### src/rtl/efr_pkg.sv
`timescale 1ns / 1ps
// ----------------------------------------------------------------------------
// efr_pkg
// Shared types and constants for the escaped frame receiver.
// ----------------------------------------------------------------------------
package efr_pkg;

   localparam logic [7:0] HEAD_BYTE      = 8'hAA;
   localparam logic [7:0] ESC_BYTE       = 8'h55;
   localparam logic [7:0] MANGLE_BYTE    = 8'h20;
   localparam logic [7:0] REPEAT_SAT     = 8'hFF;
   localparam logic [7:0] MAX_REPEATS_RST = 8'd100;

   typedef enum logic [1:0] {
      KIND_BODY     = 2'd0,
      KIND_ACCEPT   = 2'd1,
      KIND_MISMATCH = 2'd2,
      KIND_SYNC     = 2'd3
   } efr_kind_type;

   typedef struct packed {
      logic         valid;
      efr_kind_type kind;
      logic [7:0]   data;
      logic [15:0]  length;
   } efr_result_type;

endpackage

### src/rtl/efr_decoder.sv
`timescale 1ns / 1ps
// ----------------------------------------------------------------------------
// efr_decoder
// Frame parse state and per-byte decode: head hunt, unescape, length, body,
// checksum. Produces at most one result per consumed byte.
// ----------------------------------------------------------------------------
module efr_decoder (
   input  logic                   clock,
   input  logic                   reset,
   input  logic                   step,
   input  logic [7:0]             in_byte,
   input  logic [7:0]             max_repeats,
   output efr_pkg::efr_result_type result
);
   import efr_pkg::*;

   typedef enum logic [5:0] {
      PH_HUNT   = 6'b000001,
      PH_LEN_LO = 6'b000010,
      PH_LEN_HI = 6'b000100,
      PH_BODY   = 6'b001000,
      PH_CK_LO  = 6'b010000,
      PH_CK_HI  = 6'b100000
   } efr_phase_type;

   efr_phase_type phase_ff, phase_in;
   logic          esc_ff, esc_in;
   logic [7:0]    prev_ff, prev_in;
   logic [7:0]    rep_ff, rep_in;
   logic [15:0]   body_len_ff, body_len_in;
   logic [15:0]   remaining_ff, remaining_in;
   logic [15:0]   sum_ff, sum_in;
   logic [7:0]    ck_low_ff, ck_low_in;

   logic [7:0]    value;
   logic [15:0]   rem_dec;
   logic [15:0]   got;
   logic [15:0]   want;

   assign value   = esc_ff ? (in_byte ^ MANGLE_BYTE) : in_byte;
   assign rem_dec = remaining_ff - 16'd1;
   assign got     = {value, ck_low_ff};
   assign want    = 16'd0 - sum_ff;

   always_comb begin
      phase_in     = phase_ff;
      esc_in       = esc_ff;
      prev_in      = prev_ff;
      rep_in       = rep_ff;
      body_len_in  = body_len_ff;
      remaining_in = remaining_ff;
      sum_in       = sum_ff;
      ck_low_in    = ck_low_ff;
      result       = '{valid: 1'b0, kind: KIND_BODY, data: 8'd0, length: 16'd0};

      if (phase_ff == PH_HUNT) begin
         if (rep_ff > max_repeats) begin
            // byte is dropped, hunt restarts
            prev_in      = 8'd0;
            rep_in       = 8'd0;
            esc_in       = 1'b0;
            result.valid = 1'b1;
            result.kind  = KIND_SYNC;
         end else begin
            if (in_byte == prev_ff && rep_ff != REPEAT_SAT) begin
               rep_in = rep_ff + 8'd1;
            end
            prev_in = in_byte;
            if (in_byte == HEAD_BYTE) begin
               phase_in = PH_LEN_LO;
               esc_in   = 1'b0;
               sum_in   = 16'd0;
            end
         end
      end else if (!esc_ff && in_byte == ESC_BYTE) begin
         esc_in = 1'b1;
      end else begin
         esc_in = 1'b0;
         unique case (phase_ff)
            PH_LEN_LO: begin
               body_len_in = {8'd0, value};
               sum_in      = {8'd0, value};
               phase_in    = PH_LEN_HI;
            end
            PH_LEN_HI: begin
               body_len_in  = {value, body_len_ff[7:0]};
               remaining_in = {value, body_len_ff[7:0]};
               sum_in       = sum_ff + {8'd0, value};
               phase_in     = ({value, body_len_ff[7:0]} == 16'd0) ? PH_CK_LO : PH_BODY;
            end
            PH_BODY: begin
               sum_in       = sum_ff + {8'd0, value};
               remaining_in = rem_dec;
               if (rem_dec == 16'd0) begin
                  phase_in = PH_CK_LO;
               end
               result.valid = 1'b1;
               result.kind  = KIND_BODY;
               result.data  = value;
            end
            PH_CK_LO: begin
               ck_low_in = value;
               phase_in  = PH_CK_HI;
            end
            PH_CK_HI: begin
               phase_in      = PH_HUNT;
               prev_in       = 8'd0;
               rep_in        = 8'd0;
               result.valid  = 1'b1;
               result.kind   = (got == want) ? KIND_ACCEPT : KIND_MISMATCH;
               result.length = body_len_ff;
            end
            default: begin
               phase_in = PH_HUNT;
               prev_in  = 8'd0;
               rep_in   = 8'd0;
            end
         endcase
      end
   end

   always_ff @(posedge clock) begin
      if (reset) begin
         phase_ff     <= PH_HUNT;
         esc_ff       <= 1'b0;
         prev_ff      <= 8'd0;
         rep_ff       <= 8'd0;
         body_len_ff  <= 16'd0;
         remaining_ff <= 16'd0;
         sum_ff       <= 16'd0;
         ck_low_ff    <= 8'd0;
      end else if (step) begin
         phase_ff     <= phase_in;
         esc_ff       <= esc_in;
         prev_ff      <= prev_in;
         rep_ff       <= rep_in;
         body_len_ff  <= body_len_in;
         remaining_ff <= remaining_in;
         sum_ff       <= sum_in;
         ck_low_ff    <= ck_low_in;
      end
   end

   // escape state only lives inside a frame
   a_hunt_no_esc: assert property (@(posedge clock) disable iff (reset)
      phase_ff == PH_HUNT |-> !esc_ff)
      else $error("escape pending while hunting");

   a_body_nonzero: assert property (@(posedge clock) disable iff (reset)
      phase_ff == PH_BODY |-> remaining_ff != 16'd0)
      else $error("body phase with no bytes left");

   a_status_to_hunt: assert property (@(posedge clock) disable iff (reset)
      step && result.valid && result.kind != KIND_BODY |=> phase_ff == PH_HUNT)
      else $error("status result did not return to hunt");

endmodule

### src/rtl/escaped_frame_receiver.sv
`timescale 1ns / 1ps
// ----------------------------------------------------------------------------
// escaped_frame_receiver
// Byte-stuffed frame decoder with 16-bit sum checksum.
// ----------------------------------------------------------------------------
// Usage:
//   req_*  : one raw serial byte per request (valid/stall).
//   rsp_*  : decoded results: body bytes, then one status per frame
//            (accepted, checksum mismatch) or a sync-hunt failure.
//   csr_*  : write of max_repeats, always ready; write only while idle.
// A request lands in an input register, is decoded by single-pass logic and
// its result (if any) is written to the output register, which drives
// rsp_valid. Throughput is one byte per cycle while no result waits on
// rsp_stall, set by the single decode pass between the two registers.
// Reset (synchronous) returns to head hunt, clears all parse state and sets
// max_repeats to 100. When rsp_stall holds a waiting result, the input
// register still takes one more request; the next request is stalled until
// the output register frees up. Bytes yielding no result never wait on rsp.
// ----------------------------------------------------------------------------
module escaped_frame_receiver (
   input  logic        clock,
   input  logic        reset,
   input  logic        req_valid,
   output logic        req_stall,
   input  logic [7:0]  req_in_byte,
   output logic        rsp_valid,
   input  logic        rsp_stall,
   output logic [1:0]  rsp_out_kind,
   output logic [7:0]  rsp_out_byte,
   output logic [15:0] rsp_frame_length,
   input  logic        csr_valid,
   output logic        csr_ready,
   input  logic [7:0]  csr_max_repeats
);
   import efr_pkg::*;

   logic           in_vld_ff;
   logic [7:0]     in_byte_ff;
   logic [7:0]     max_rep_ff;
   logic           out_vld_ff;
   efr_kind_type   out_kind_ff;
   logic [7:0]     out_byte_ff;
   logic [15:0]    out_len_ff;
   efr_result_type result;
   logic           out_free;
   logic           advance;

   assign csr_ready = 1'b1;
   assign out_free  = !out_vld_ff || !rsp_stall;
   assign advance   = in_vld_ff && (out_free || !result.valid);
   assign req_stall = in_vld_ff && !advance;

   efr_decoder u_decoder (
      .clock       (clock),
      .reset       (reset),
      .step        (advance),
      .in_byte     (in_byte_ff),
      .max_repeats (max_rep_ff),
      .result      (result)
   );

   always_ff @(posedge clock) begin
      if (reset) begin
         max_rep_ff <= MAX_REPEATS_RST;
      end else if (csr_valid && csr_ready) begin
         max_rep_ff <= csr_max_repeats;
      end
   end

   always_ff @(posedge clock) begin
      if (reset) begin
         in_vld_ff <= 1'b0;
      end else if (req_valid && !req_stall) begin
         in_vld_ff <= 1'b1;
      end else if (advance) begin
         in_vld_ff <= 1'b0;
      end
   end

   always_ff @(posedge clock) begin
      if (req_valid && !req_stall) begin
         in_byte_ff <= req_in_byte;
      end
   end

   always_ff @(posedge clock) begin
      if (reset) begin
         out_vld_ff <= 1'b0;
      end else if (advance && result.valid) begin
         out_vld_ff <= 1'b1;
      end else if (!rsp_stall) begin
         out_vld_ff <= 1'b0;
      end
   end

   always_ff @(posedge clock) begin
      if (advance && result.valid) begin
         out_kind_ff <= result.kind;
         out_byte_ff <= result.data;
         out_len_ff  <= result.length;
      end
   end

   assign rsp_valid        = out_vld_ff;
   assign rsp_out_kind     = out_kind_ff;
   assign rsp_out_byte     = out_byte_ff;
   assign rsp_frame_length = out_len_ff;

   a_status_byte_zero: assert property (@(posedge clock) disable iff (reset)
      out_vld_ff && out_kind_ff != KIND_BODY |-> out_byte_ff == 8'd0)
      else $error("status result carries a data byte");

   a_len_zero: assert property (@(posedge clock) disable iff (reset)
      out_vld_ff && (out_kind_ff == KIND_BODY || out_kind_ff == KIND_SYNC)
      |-> out_len_ff == 16'd0)
      else $error("length set on body or sync result");

   a_in_hold: assert property (@(posedge clock) disable iff (reset)
      in_vld_ff && !advance |=> in_vld_ff && $stable(in_byte_ff))
      else $error("waiting request lost from input register");

endmodule

### config.mk
export PLATFORM = sky130hd
export DESIGN_NAME = escaped_frame_receiver
export DESIGN_NICKNAME = d
export VERILOG_FILES = /design/src/rtl/efr_pkg.sv /design/src/rtl/efr_decoder.sv /design/src/rtl/escaped_frame_receiver.sv
export SDC_FILE = /design/constraint.sdc
export NUM_CORES = 1
export LEC_CHECK = 0
export BUFFER_PORTS_ARGS = -buffer_cell sky130_fd_sc_hd__buf_2
export CAP_MARGIN = 20
export CORE_AREA = 2 2 113 115
export CTS_CLUSTER_DIAMETER = 80
export CTS_CLUSTER_SIZE = 20
export DETAILED_ROUTE_END_ITERATION = 8
export DIE_AREA = 0 0 115 117
export PLACE_DENSITY = 0.81
export RECOVER_POWER = 100
export SLEW_MARGIN = 20
export SYNTH_ARGS = -nofsm -noshare
export SYNTH_HDL_FRONTEND = slang
export SYNTH_SLANG_ARGS = --single-unit
export TNS_END_PERCENT = 50
### constraint.sdc
create_clock -name clock -period 6.95 [get_ports clock]
set_clock_uncertainty 0.15 [all_clocks]
set_input_delay 0.695 -clock clock [delete_from_list [all_inputs] [get_ports clock]]
set_output_delay 0.695 -clock clock [all_outputs]
set_load 0.005 [all_outputs]
==> impl_metrics.env, run 1 <==
export IMPL_status="complete, but fails checks"
export IMPL_violations="max-capacitance violations, max-slew violations"
export IMPL_fp_dieH_um=117
export IMPL_critPathKind="flop to flop"
export IMPL_cts_tree="built"
export IMPL_grt_max_degree=79
export IMPL_synthAdderAreaFrac_pct=4.06
export IMPL_io_pins=50
export IMPL_synth_seq_cells=123
export IMPL_layout_drive_gt1_share_pct=8.94
export IMPL_synthXorXnorAreaFrac_pct=4.87
export IMPL_yosysUniqueCellTypes=70
export IMPL_antenna_found_initial=0
export IMPL_cts_buffers=17
export IMPL_synth_top_family_by_area="simple AND/OR/NAND/NOR gates"
export IMPL_portBuffers=48
export IMPL_regToRegSetupSlack_ps=2010
export IMPL_synth_area_mm2=0.00666
export IMPL_startpoint_type="flop"
export IMPL_dpl_cell_area_mm2=0.00695
export IMPL_yosys_area_share_simple_pct=23.4
export IMPL_synth_compound_area_share_pct=18.0
export IMPL_muxShareOfSynthArea_pct=3.16
export IMPL_final_cell_mix="dfxtp_1 (89), nor2_1 (77), a21oi_1 (66)"
export IMPL_seq_area_mm2=0.00280
export IMPL_areaGrowthSynthToFinish_pct=12.1
export IMPL_clk_latency_ps=430
export IMPL_post_cts_repair_setup_buffers=0
export IMPL_grt_pass1_wl_mm=26.3
export IMPL_drc=0
export IMPL_dp_cells=922
export IMPL_yosys_area_top_type="dfxtp_1"
export IMPL_syn_inst=764
export IMPL_viasPerCell=6.17
export IMPL_fin_util_pct=60.6
export IMPL_yosys_warnings=0
export IMPL_tightest_slew_ps=3570
export IMPL_clockRootBuffer="clkbuf_16"
export IMPL_first_iter_violations=409
export IMPL_fin_cells=955
export IMPL_synth_edff_count=34
export IMPL_grt_overflow=0
export IMPL_setup_viol=0
export IMPL_clk_pin_slew_ps=50
export IMPL_drtPass1Iterations=5
export IMPL_rsz0062_at_grt="false"
export IMPL_dp_hpwl_mm=10.5
export IMPL_fill_cells=1079
export IMPL_vias=5896
export IMPL_cp_end_kind="flop"
export IMPL_ys_seq_area_share_pct=42.1
export IMPL_fp_coreArea_mm2=0.0123
export IMPL_initial_utilization_pct=54.1
export IMPL_post_drt_wl_per_cell_um=16.9
export IMPL_synth_area_per_cell_um2=8.72
export IMPL_leakagePower_nw=2.94
export IMPL_min_path_type="input port to flop"
export IMPL_hold_buffers=0
export IMPL_final_area_mm2=0.00746
export IMPL_synth_area_top_cells="dfxtp_1 (27%), edfxtp_1 (15%), a21oi_1 (5.0%)"
export IMPL_dieArea_mm2=0.0135
export IMPL_worstPathRequired_ps=7150
export IMPL_grt_usage_pct=25.1
export IMPL_synth_top_area_share_pct=26.8
export IMPL_crit_arrival_ps=5130
export IMPL_grt_pass1_vias=5361
export IMPL_power_density_mw_per_mm2=224
export IMPL_peakVddDrop_mv=0.205
export IMPL_row_count=41
export IMPL_insertedDiodeCount=0
export IMPL_finalMaxSlewViolations=93
export IMPL_routabilityCongestion=0.936
export IMPL_multiInputGateArea_mm2=0.00355
export IMPL_cts_resized=0
export IMPL_fmax_mhz=203
export IMPL_hold_viol_final=0
export IMPL_fin_tns_setup_ps=0
export IMPL_async_reset_ff_share_pct=0
export IMPL_max_cap_violations=2
export IMPL_mappedNetlistNets=806
export IMPL_slew_headroom_pct=-138
export IMPL_nNetsFinal=834
export IMPL_fin_hold_ws_ps=293
export IMPL_period_needed_ps=4940
export IMPL_path_max_fanout=13
export IMPL_ant_nets=0
export IMPL_die_w_um=115
export IMPL_cts_sinks=123
export IMPL_final_period_utilization_pct=71.0
export IMPL_h_tree_depth=4
export IMPL_final_common_cell="dfxtp_1"
export IMPL_clock_path_buffers=2
export IMPL_drt_total_wl_mm=16.2
export IMPL_ys_flop_type="dfxtp_1"
## stage by stage
stage / setup slack (ps) / total power (W)
global route: 1600 / 0.00171
finish: 2010 / 0.00167
floorplan: 3770 / 0.000814
global placement: 3070 / 0.000835
CTS: 2820 / 0.00168
detailed placement: 2910 / 0.000837
## critical path: stages, from the launching register on
cell and delay (ps):
edfxtp_1 650, or3_1 490, nor4_1 1440, o41ai_1 540, a211oi_2 510, nand2_1 340, or4_1 590, a21oi_1 160
## routing by layer
layer | up-vias | routed length [um] | track usage [%]
li1 | 2840 | - | -
met1 | 2768 | 6960 | 32.9
met2 | 240 | 7470 | 38.6
met3 | 48 | 1240 | 5.97
met4 | 0 | 512 | 13.8
met5 | - | 0 | 0
## path summary, 6_finish.rpt
check | startpoint | to | depth (start not counted)
hold reg to reg | u_decoder.body_len_ff[14]$_SDFFE_PP0P_ | u_decoder.body_len_ff[14]$_SDFFE_PP0P_ | 2
hold / removal | req_in_byte[6] | in_byte_ff[6]$_DFFE_PP_ | 1
setup reg to reg | in_byte_ff[1]$_DFFE_PP_ | u_decoder.rep_ff[4]$_SDFFE_PP0P_ | 7
setup / recovery | in_byte_ff[1]$_DFFE_PP_ | u_decoder.rep_ff[4]$_SDFFE_PP0P_ | 7
## cells by family after synthesis
logic type / after synthesis
buffers and inverters: 72
other: 1
AO/OA/AOI/OAI: 190
adder cells (fa/ha/maj): 21
AND/OR/NAND/NOR: 299
flip-flops: 123
XOR/XNOR: 37
multiplexers: 21
## state kept, by name, indices dropped and copies added (netlist names)
name / count
in_byte_ff: 8
in_vld_ff: 1
max_rep_ff: 8
rsp_frame_length: 16
rsp_out_byte: 8
rsp_out_kind: 2
rsp_valid: 1
u_decoder.body_len_ff: 16
u_decoder.ck_low_ff: 8
u_decoder.esc_ff: 1
u_decoder.phase_ff: 6
u_decoder.prev_ff: 8
u_decoder.remaining_ff: 16
u_decoder.rep_ff: 8
u_decoder.sum_ff: 16
## report_power, final
part            total, W  internal [W]  switching (W)  leakage (nW)
clock network   0.000846      0.000514       0.000332         0.280
registers       0.000756      0.000743      0.0000133          1.08
logic          0.0000670     0.0000253      0.0000417          1.57
total            0.00167       0.00128       0.000387          2.94
## synthesized netlist by cell type (21+ instances only)
master	count
a21oi_1	66
and2_1	24
clkbuf_1	32
dfxtp_1	89
edfxtp_1	34
inv_1	24
mux2i_1	21
nand2_1	56
nand3_1	31
nor2_1	77
o21ai_0	41
## final cells by class
type	instances	share of cell area, %
clock inverters	12	1.49
repair buffers	57	3.57
flip-flops and latches	123	37.5
inverters	24	1.21
clock buffers	20	6.13
well taps	150	2.51
multi-input cells	569	47.5
Note: power is estimated with default switching activity, not from simulation.
==> inputs of run 2 (changes only) <==
- CORE_AREA: 2 2 113 115 -> 2 2 114 116
- DIE_AREA: 0 0 115 117 -> 0 0 116 118
- PLACE_DENSITY: 0.81 -> 0.83
- clock period: 6.95 -> 4.45 ns (I/O delays scaled with it)
==> run 2 against run 1 <==
  * Highest routed layer unchanged
  * The flow still finishes with violations (max-capacitance violations, max-slew violations)
  * Setup slack lost 1400 ps
  * Critical path depth grew 1
  * Combinational power grew 55%
==> impl_metrics.env, run 2 (synthesis results as in run 1) <==
export IMPL_status="complete, but fails checks"
export IMPL_violations="max-capacitance violations, max-slew violations"
export IMPL_fp_coreArea_mm2=0.0124
export IMPL_peakVddDrop_mv=0.324
export IMPL_initial_utilization_pct=53.6
export IMPL_cts_resized=0
export IMPL_tightest_slew_ps=1960
export IMPL_routabilityCongestion=0.907
export IMPL_grt_max_degree=44
export IMPL_critical_path_buf_inv_count=1
export IMPL_clk_pin_slew_ps=60
export IMPL_fin_tns_setup_ps=0
export IMPL_seq_area_mm2=0.00280
export IMPL_dp_hpwl_mm=11.0
export IMPL_period_needed_ps=3880
export IMPL_portBuffers=48
export IMPL_drt_total_wl_mm=16.3
export IMPL_h_tree_depth=4
export IMPL_die_w_um=116
export IMPL_viasPerCell=6.05
export IMPL_layout_drive_gt1_share_pct=9.18
export IMPL_startpoint_type="flop"
export IMPL_worstPathRequired_ps=4640
export IMPL_clockRootBuffer="clkbuf_16"
export IMPL_cts_tree="built"
export IMPL_setup_viol=0
export IMPL_grt_pass1_wl_mm=26.5
export IMPL_first_iter_violations=562
export IMPL_power_density_mw_per_mm2=345
export IMPL_crit_arrival_ps=4070
export IMPL_ant_nets=0
export IMPL_cp_end_kind="flop"
export IMPL_post_cts_repair_setup_buffers=0
export IMPL_dieArea_mm2=0.0137
export IMPL_cts_buffers=17
export IMPL_grt_usage_pct=24.4
export IMPL_rsz0062_at_grt="false"
export IMPL_final_period_utilization_pct=87.1
export IMPL_hold_viol_final=0
export IMPL_max_stage_delay_ps=610
export IMPL_areaGrowthSynthToFinish_pct=12.5
export IMPL_fill_cells=1102
export IMPL_final_cell_mix="dfxtp_1 (89), nor2_1 (76), a21oi_1 (66)"
export IMPL_nNetsFinal=836
export IMPL_antenna_found_initial=0
export IMPL_min_path_type="input port to flop"
export IMPL_fp_dieH_um=118
export IMPL_drtPass1Iterations=5
export IMPL_critPathKind="flop to flop"
export IMPL_cpMaxStageDelayCell="edfxtp_1"
export IMPL_fmax_mhz=258
export IMPL_multiInputGateArea_mm2=0.00356
export IMPL_vias=5920
export IMPL_insertedDiodeCount=0
export IMPL_final_common_cell="dfxtp_1"
export IMPL_io_pins=50
export IMPL_final_area_mm2=0.00749
export IMPL_critPathTopFamily="simple AND/OR/NAND/NOR gates"
export IMPL_row_count=41
export IMPL_clock_path_buffers=2
export IMPL_dpl_cell_area_mm2=0.00700
export IMPL_cp_cell_sequence="or3_1 -> nor4_2 -> clkbuf_1 -> o41ai_1 -> a211oi_2 -> nand2_1 -> or4_1 -> a21oi_1"
export IMPL_finalMaxSlewViolations=82
export IMPL_clk_latency_ps=420
export IMPL_cts_sinks=123
export IMPL_max_cap_violations=2
export IMPL_post_drt_wl_per_cell_um=16.6
export IMPL_grt_pass1_vias=5486
export IMPL_hold_buffers=0
export IMPL_grt_overflow=0
export IMPL_path_max_fanout=13
export IMPL_slew_headroom_pct=-30.6
export IMPL_drc=0
export IMPL_leakagePower_nw=2.91
[run 2: area by class of cell]
cell class / instances / area share [%]
Sequential cell: 123 / 37.4
Timing Repair Buffer: 59 / 3.56
Clock buffer: 18 / 5.86
Multi-Input combinational cell: 569 / 47.5
Clock inverter: 13 / 1.59
Inverter: 24 / 1.20
Tap cell: 172 / 2.87
[run 2: metrics by stage]
stage	total power [W]	cells	hold slack, ps	util [%]	setup WS [ps]
6_report	0.00259	978	49.5	60.4	575
3_3_place_gp	0.00130	947	300	56.3	969
2_1_floorplan	0.00127	764	293	-	1270
3_5_place_dp	0.00131	947	308	56.3	832
5_1_grt	0.00266	978	35.5	60.4	336
4_1_cts	0.00260	978	37.4	60.8	806
[run 2: path summary, 6_finish.rpt]
check | startpoint | to | slack [ps] | cells past startpoint
worst min register to register | u_decoder.body_len_ff[14]$_SDFFE_PP0P_ | u_decoder.body_len_ff[14]$_SDFFE_PP0P_ | 320 | 2
worst max register to register | in_byte_ff[3]$_DFFE_PP_ | u_decoder.rep_ff[4]$_SDFFE_PP0P_ | 570 | 8
worst max-delay path | in_byte_ff[3]$_DFFE_PP_ | u_decoder.rep_ff[4]$_SDFFE_PP0P_ | 570 | 8
worst min-delay path | req_in_byte[1] | in_byte_ff[1]$_DFFE_PP_ | 50 | 1
[run 2: report_power, final]
part / leakage (nW) / internal (W) / switching [W]
Clock: 0.265 / 0.000781 / 0.000521
Combinational: 1.56 / 0.0000391 / 0.0000647
Sequential: 1.08 / 0.00116 / 0.0000199
Total: 2.91 / 0.00198 / 0.000605
[run 2: worst reg2reg max path: stages, from the launching register on]
cell	delay [ps]
edfxtp_1	610
or3_1	480
nor4_2	210
clkbuf_1	490
o41ai_1	330
a211oi_2	450
nand2_1	340
or4_1	580
a21oi_1	140
[run 2: routing by layer]
| layer | GRT usage, % | vias to the layer above | part of all wire (%) |
|---|---|---|---|
| met1 | 32.0 | 2812 | 44 |
| met4 | 8.56 | 0 | 1.9 |
| met3 | 6.23 | 25 | 6.3 |
| li1 | - | 2855 | - |
| met5 | 0 | - | 0 |
| met2 | 39.0 | 228 | 48 |
==> inputs of run 3 (changes only) <==
- RECOVER_POWER: 100 -> unset
- SLEW_MARGIN: 20 -> unset
==> run 3 against run 2 <==
  * The run now ends clean
  * Setup slack improved by 240 ps
  * Combinational power barely moved
  * Non-clock buffer count is 1 higher
  * Via count increased by 0.37%
  * Sequential power barely moved
  * Global-route usage is the same
  * Final cell count is 0.10% higher
  * Maximum frequency up 6.7%
  * Design area rose by 0.90%
  * Die area unchanged
  * Register-to-register slack improved by 240 ps
  * Clock power about the same
==> impl_metrics.env, run 3 (synthesis results as in run 1) <==
export IMPL_row_count=41
export IMPL_fp_dieH_um=118
export IMPL_critPathKind="flop to flop"
export IMPL_vias=5942
export IMPL_final_area_mm2=0.00756
export IMPL_min_path_type="input port to flop"
export IMPL_period_needed_ps=3630
export IMPL_portBuffers=48
export IMPL_max_cap_violations=0
export IMPL_clk_pin_slew_ps=60
export IMPL_initial_utilization_pct=53.6
export IMPL_hold_viol_final=0
export IMPL_final_common_cell="dfxtp_1"
export IMPL_grt_max_degree=44
export IMPL_antenna_found_initial=0
export IMPL_reg2reg_from="in_byte_ff[5]$_DFFE_PP_"
export IMPL_power_density_mw_per_mm2=343
export IMPL_post_drt_wl_per_cell_um=16.6
export IMPL_routabilityCongestion=0.907
export IMPL_worstPathRequired_ps=4650
export IMPL_setup_viol=0
export IMPL_drc=0
export IMPL_h_tree_depth=4
export IMPL_drt_total_wl_mm=16.2
export IMPL_nNetsFinal=837
export IMPL_die_w_um=116
export IMPL_clock_path_buffers=2
export IMPL_crit_arrival_ps=3830
export IMPL_fmax_mhz=275
export IMPL_slew_headroom_pct=31.2
export IMPL_post_cts_repair_setup_buffers=0
export IMPL_final_cell_mix="dfxtp_1 (89), nor2_1 (76), a21oi_1 (66)"
export IMPL_fin_util_pct=60.9
export IMPL_seq_area_mm2=0.00280
export IMPL_io_pins=50
export IMPL_fin_ws_ps=817
export IMPL_path_max_fanout=8
export IMPL_startpoint_type="flop"
export IMPL_cp_end_kind="flop"
export IMPL_viasPerCell=6.07
export IMPL_grt_pass1_wl_mm=26.5
export IMPL_grt_usage_pct=24.4
export IMPL_fin_hold_ws_ps=48.6
export IMPL_rsz0062_at_grt="false"
export IMPL_ant_nets=0
export IMPL_leakagePower_nw=3.05
export IMPL_layout_drive_gt1_share_pct=13.1
export IMPL_drtPass1Iterations=5
export IMPL_r2r_cells=9
export IMPL_fill_cells=1072
export IMPL_multiInputGateArea_mm2=0.00356
export IMPL_cts_resized=0
export IMPL_rr_endpoint="u_decoder.sum_ff[15]$_SDFFE_PP0P_"
export IMPL_finalMaxSlewViolations=0
export IMPL_regToRegSetupSlack_ps=820
export IMPL_areaGrowthSynthToFinish_pct=13.5
export IMPL_hold_buffers=0
export IMPL_dieArea_mm2=0.0137
export IMPL_status="complete, no violations"
export IMPL_whs_endpoint="in_byte_ff[1]$_DFFE_PP_"
export IMPL_cts_sinks=123
export IMPL_dpl_cell_area_mm2=0.00700
export IMPL_grt_pass1_vias=5486
export IMPL_tightest_slew_ps=1030
export IMPL_clockRootBuffer="clkbuf_16"
export IMPL_peakVddDrop_mv=0.323
export IMPL_worstHoldStart="req_in_byte[1]"
export IMPL_fin_tns_setup_ps=0
export IMPL_fp_coreArea_mm2=0.0124
export IMPL_first_iter_violations=579
export IMPL_clk_latency_ps=420
export IMPL_cts_tree="built"
export IMPL_dp_hpwl_mm=11.0
export IMPL_final_period_utilization_pct=81.6
export IMPL_insertedDiodeCount=0
export IMPL_grt_overflow=0
export IMPL_place_ws_ps=832
export IMPL_cts_buffers=17
export IMPL_min_path_cells=1
[run 3: changes by cell type in the layout (fill, tap and decap cells not counted)]
cell,before,now
and2_0,15,0
and2_1,9,24
buf_2,24,48
buf_4,4,12
clkbuf_1,31,0
o21ai_0,43,41
o21ai_1,0,3
o21ai_2,1,0
o41ai_1,3,2
o41ai_2,0,1
[run 3: per-stage QoR]
stage / instances / total power, W
after floorplan: 764 / 0.00127
after global placement: 947 / 0.00130
after detailed placement: 947 / 0.00131
after CTS: 978 / 0.00260
after global routing: 979 / 0.00266
final: 979 / 0.00259
[run 3: how the worst max path moves through the flow]
stage | start | endpoint | slack, ps | cells past startpoint
finish | in_byte_ff[5]$_DFFE_PP_ | u_decoder.sum_ff[15]$_SDFFE_PP0P_ | 820 | 9
floorplan | max_rep_ff[1]$_SDFFE_PP0P_ | rsp_frame_length[0]$_SDFFCE_PP0P_ | 1270 | 8
global placement | in_byte_ff[5]$_DFFE_PP_ | u_decoder.sum_ff[13]$_SDFFE_PP0P_ | 970 | 8
CTS | in_byte_ff[5]$_DFFE_PP_ | u_decoder.sum_ff[15]$_SDFFE_PP0P_ | 810 | 9
global route | in_byte_ff[5]$_DFFE_PP_ | u_decoder.sum_ff[15]$_SDFFE_PP0P_ | 610 | 9
detailed placement | in_byte_ff[5]$_DFFE_PP_ | u_decoder.sum_ff[15]$_SDFFE_PP0P_ | 830 | 9
[run 3: where the power goes]
| part | internal [W] | switching, W | total, W |
|---|---|---|---|
| Sequential | 0.00116 | 0.0000198 | 0.00118 |
| Combinational | 0.0000399 | 0.0000648 | 0.000105 |
| Clock | 0.000781 | 0.000524 | 0.00130 |
[run 3: layout make-up]
cell class / count / share of cell area (%)
Inverter: 24 / 1.19
Sequential cell: 123 / 37.1
Clock inverter: 13 / 1.57
Clock buffer: 18 / 5.81
Multi-Input combinational cell: 569 / 47.1
Tap cell: 172 / 2.85
Timing Repair Buffer: 60 / 4.37
[run 3: worst max-delay path: stages (launching register included)]
cell	delay (ps)
edfxtp_1	500
xnor2_1	710
inv_1	360
ha_1	410
o21a_1	120
o31ai_1	120
a21oi_1	530
nand3_1	140
or3_1	360
a21oi_1	140
[run 3: per-layer routing]
| metal | vias to the layer above | share of wire [%] | GRT usage, % |
|---|---|---|---|
| met3 | 34 | 5.2 | 6.23 |
| met2 | 206 | 48 | 39.0 |
| met5 | - | 0 | 0 |
| met1 | 2848 | 45 | 32.0 |
| li1 | 2854 | - | - |
| met4 | 0 | 2.1 | 8.56 |
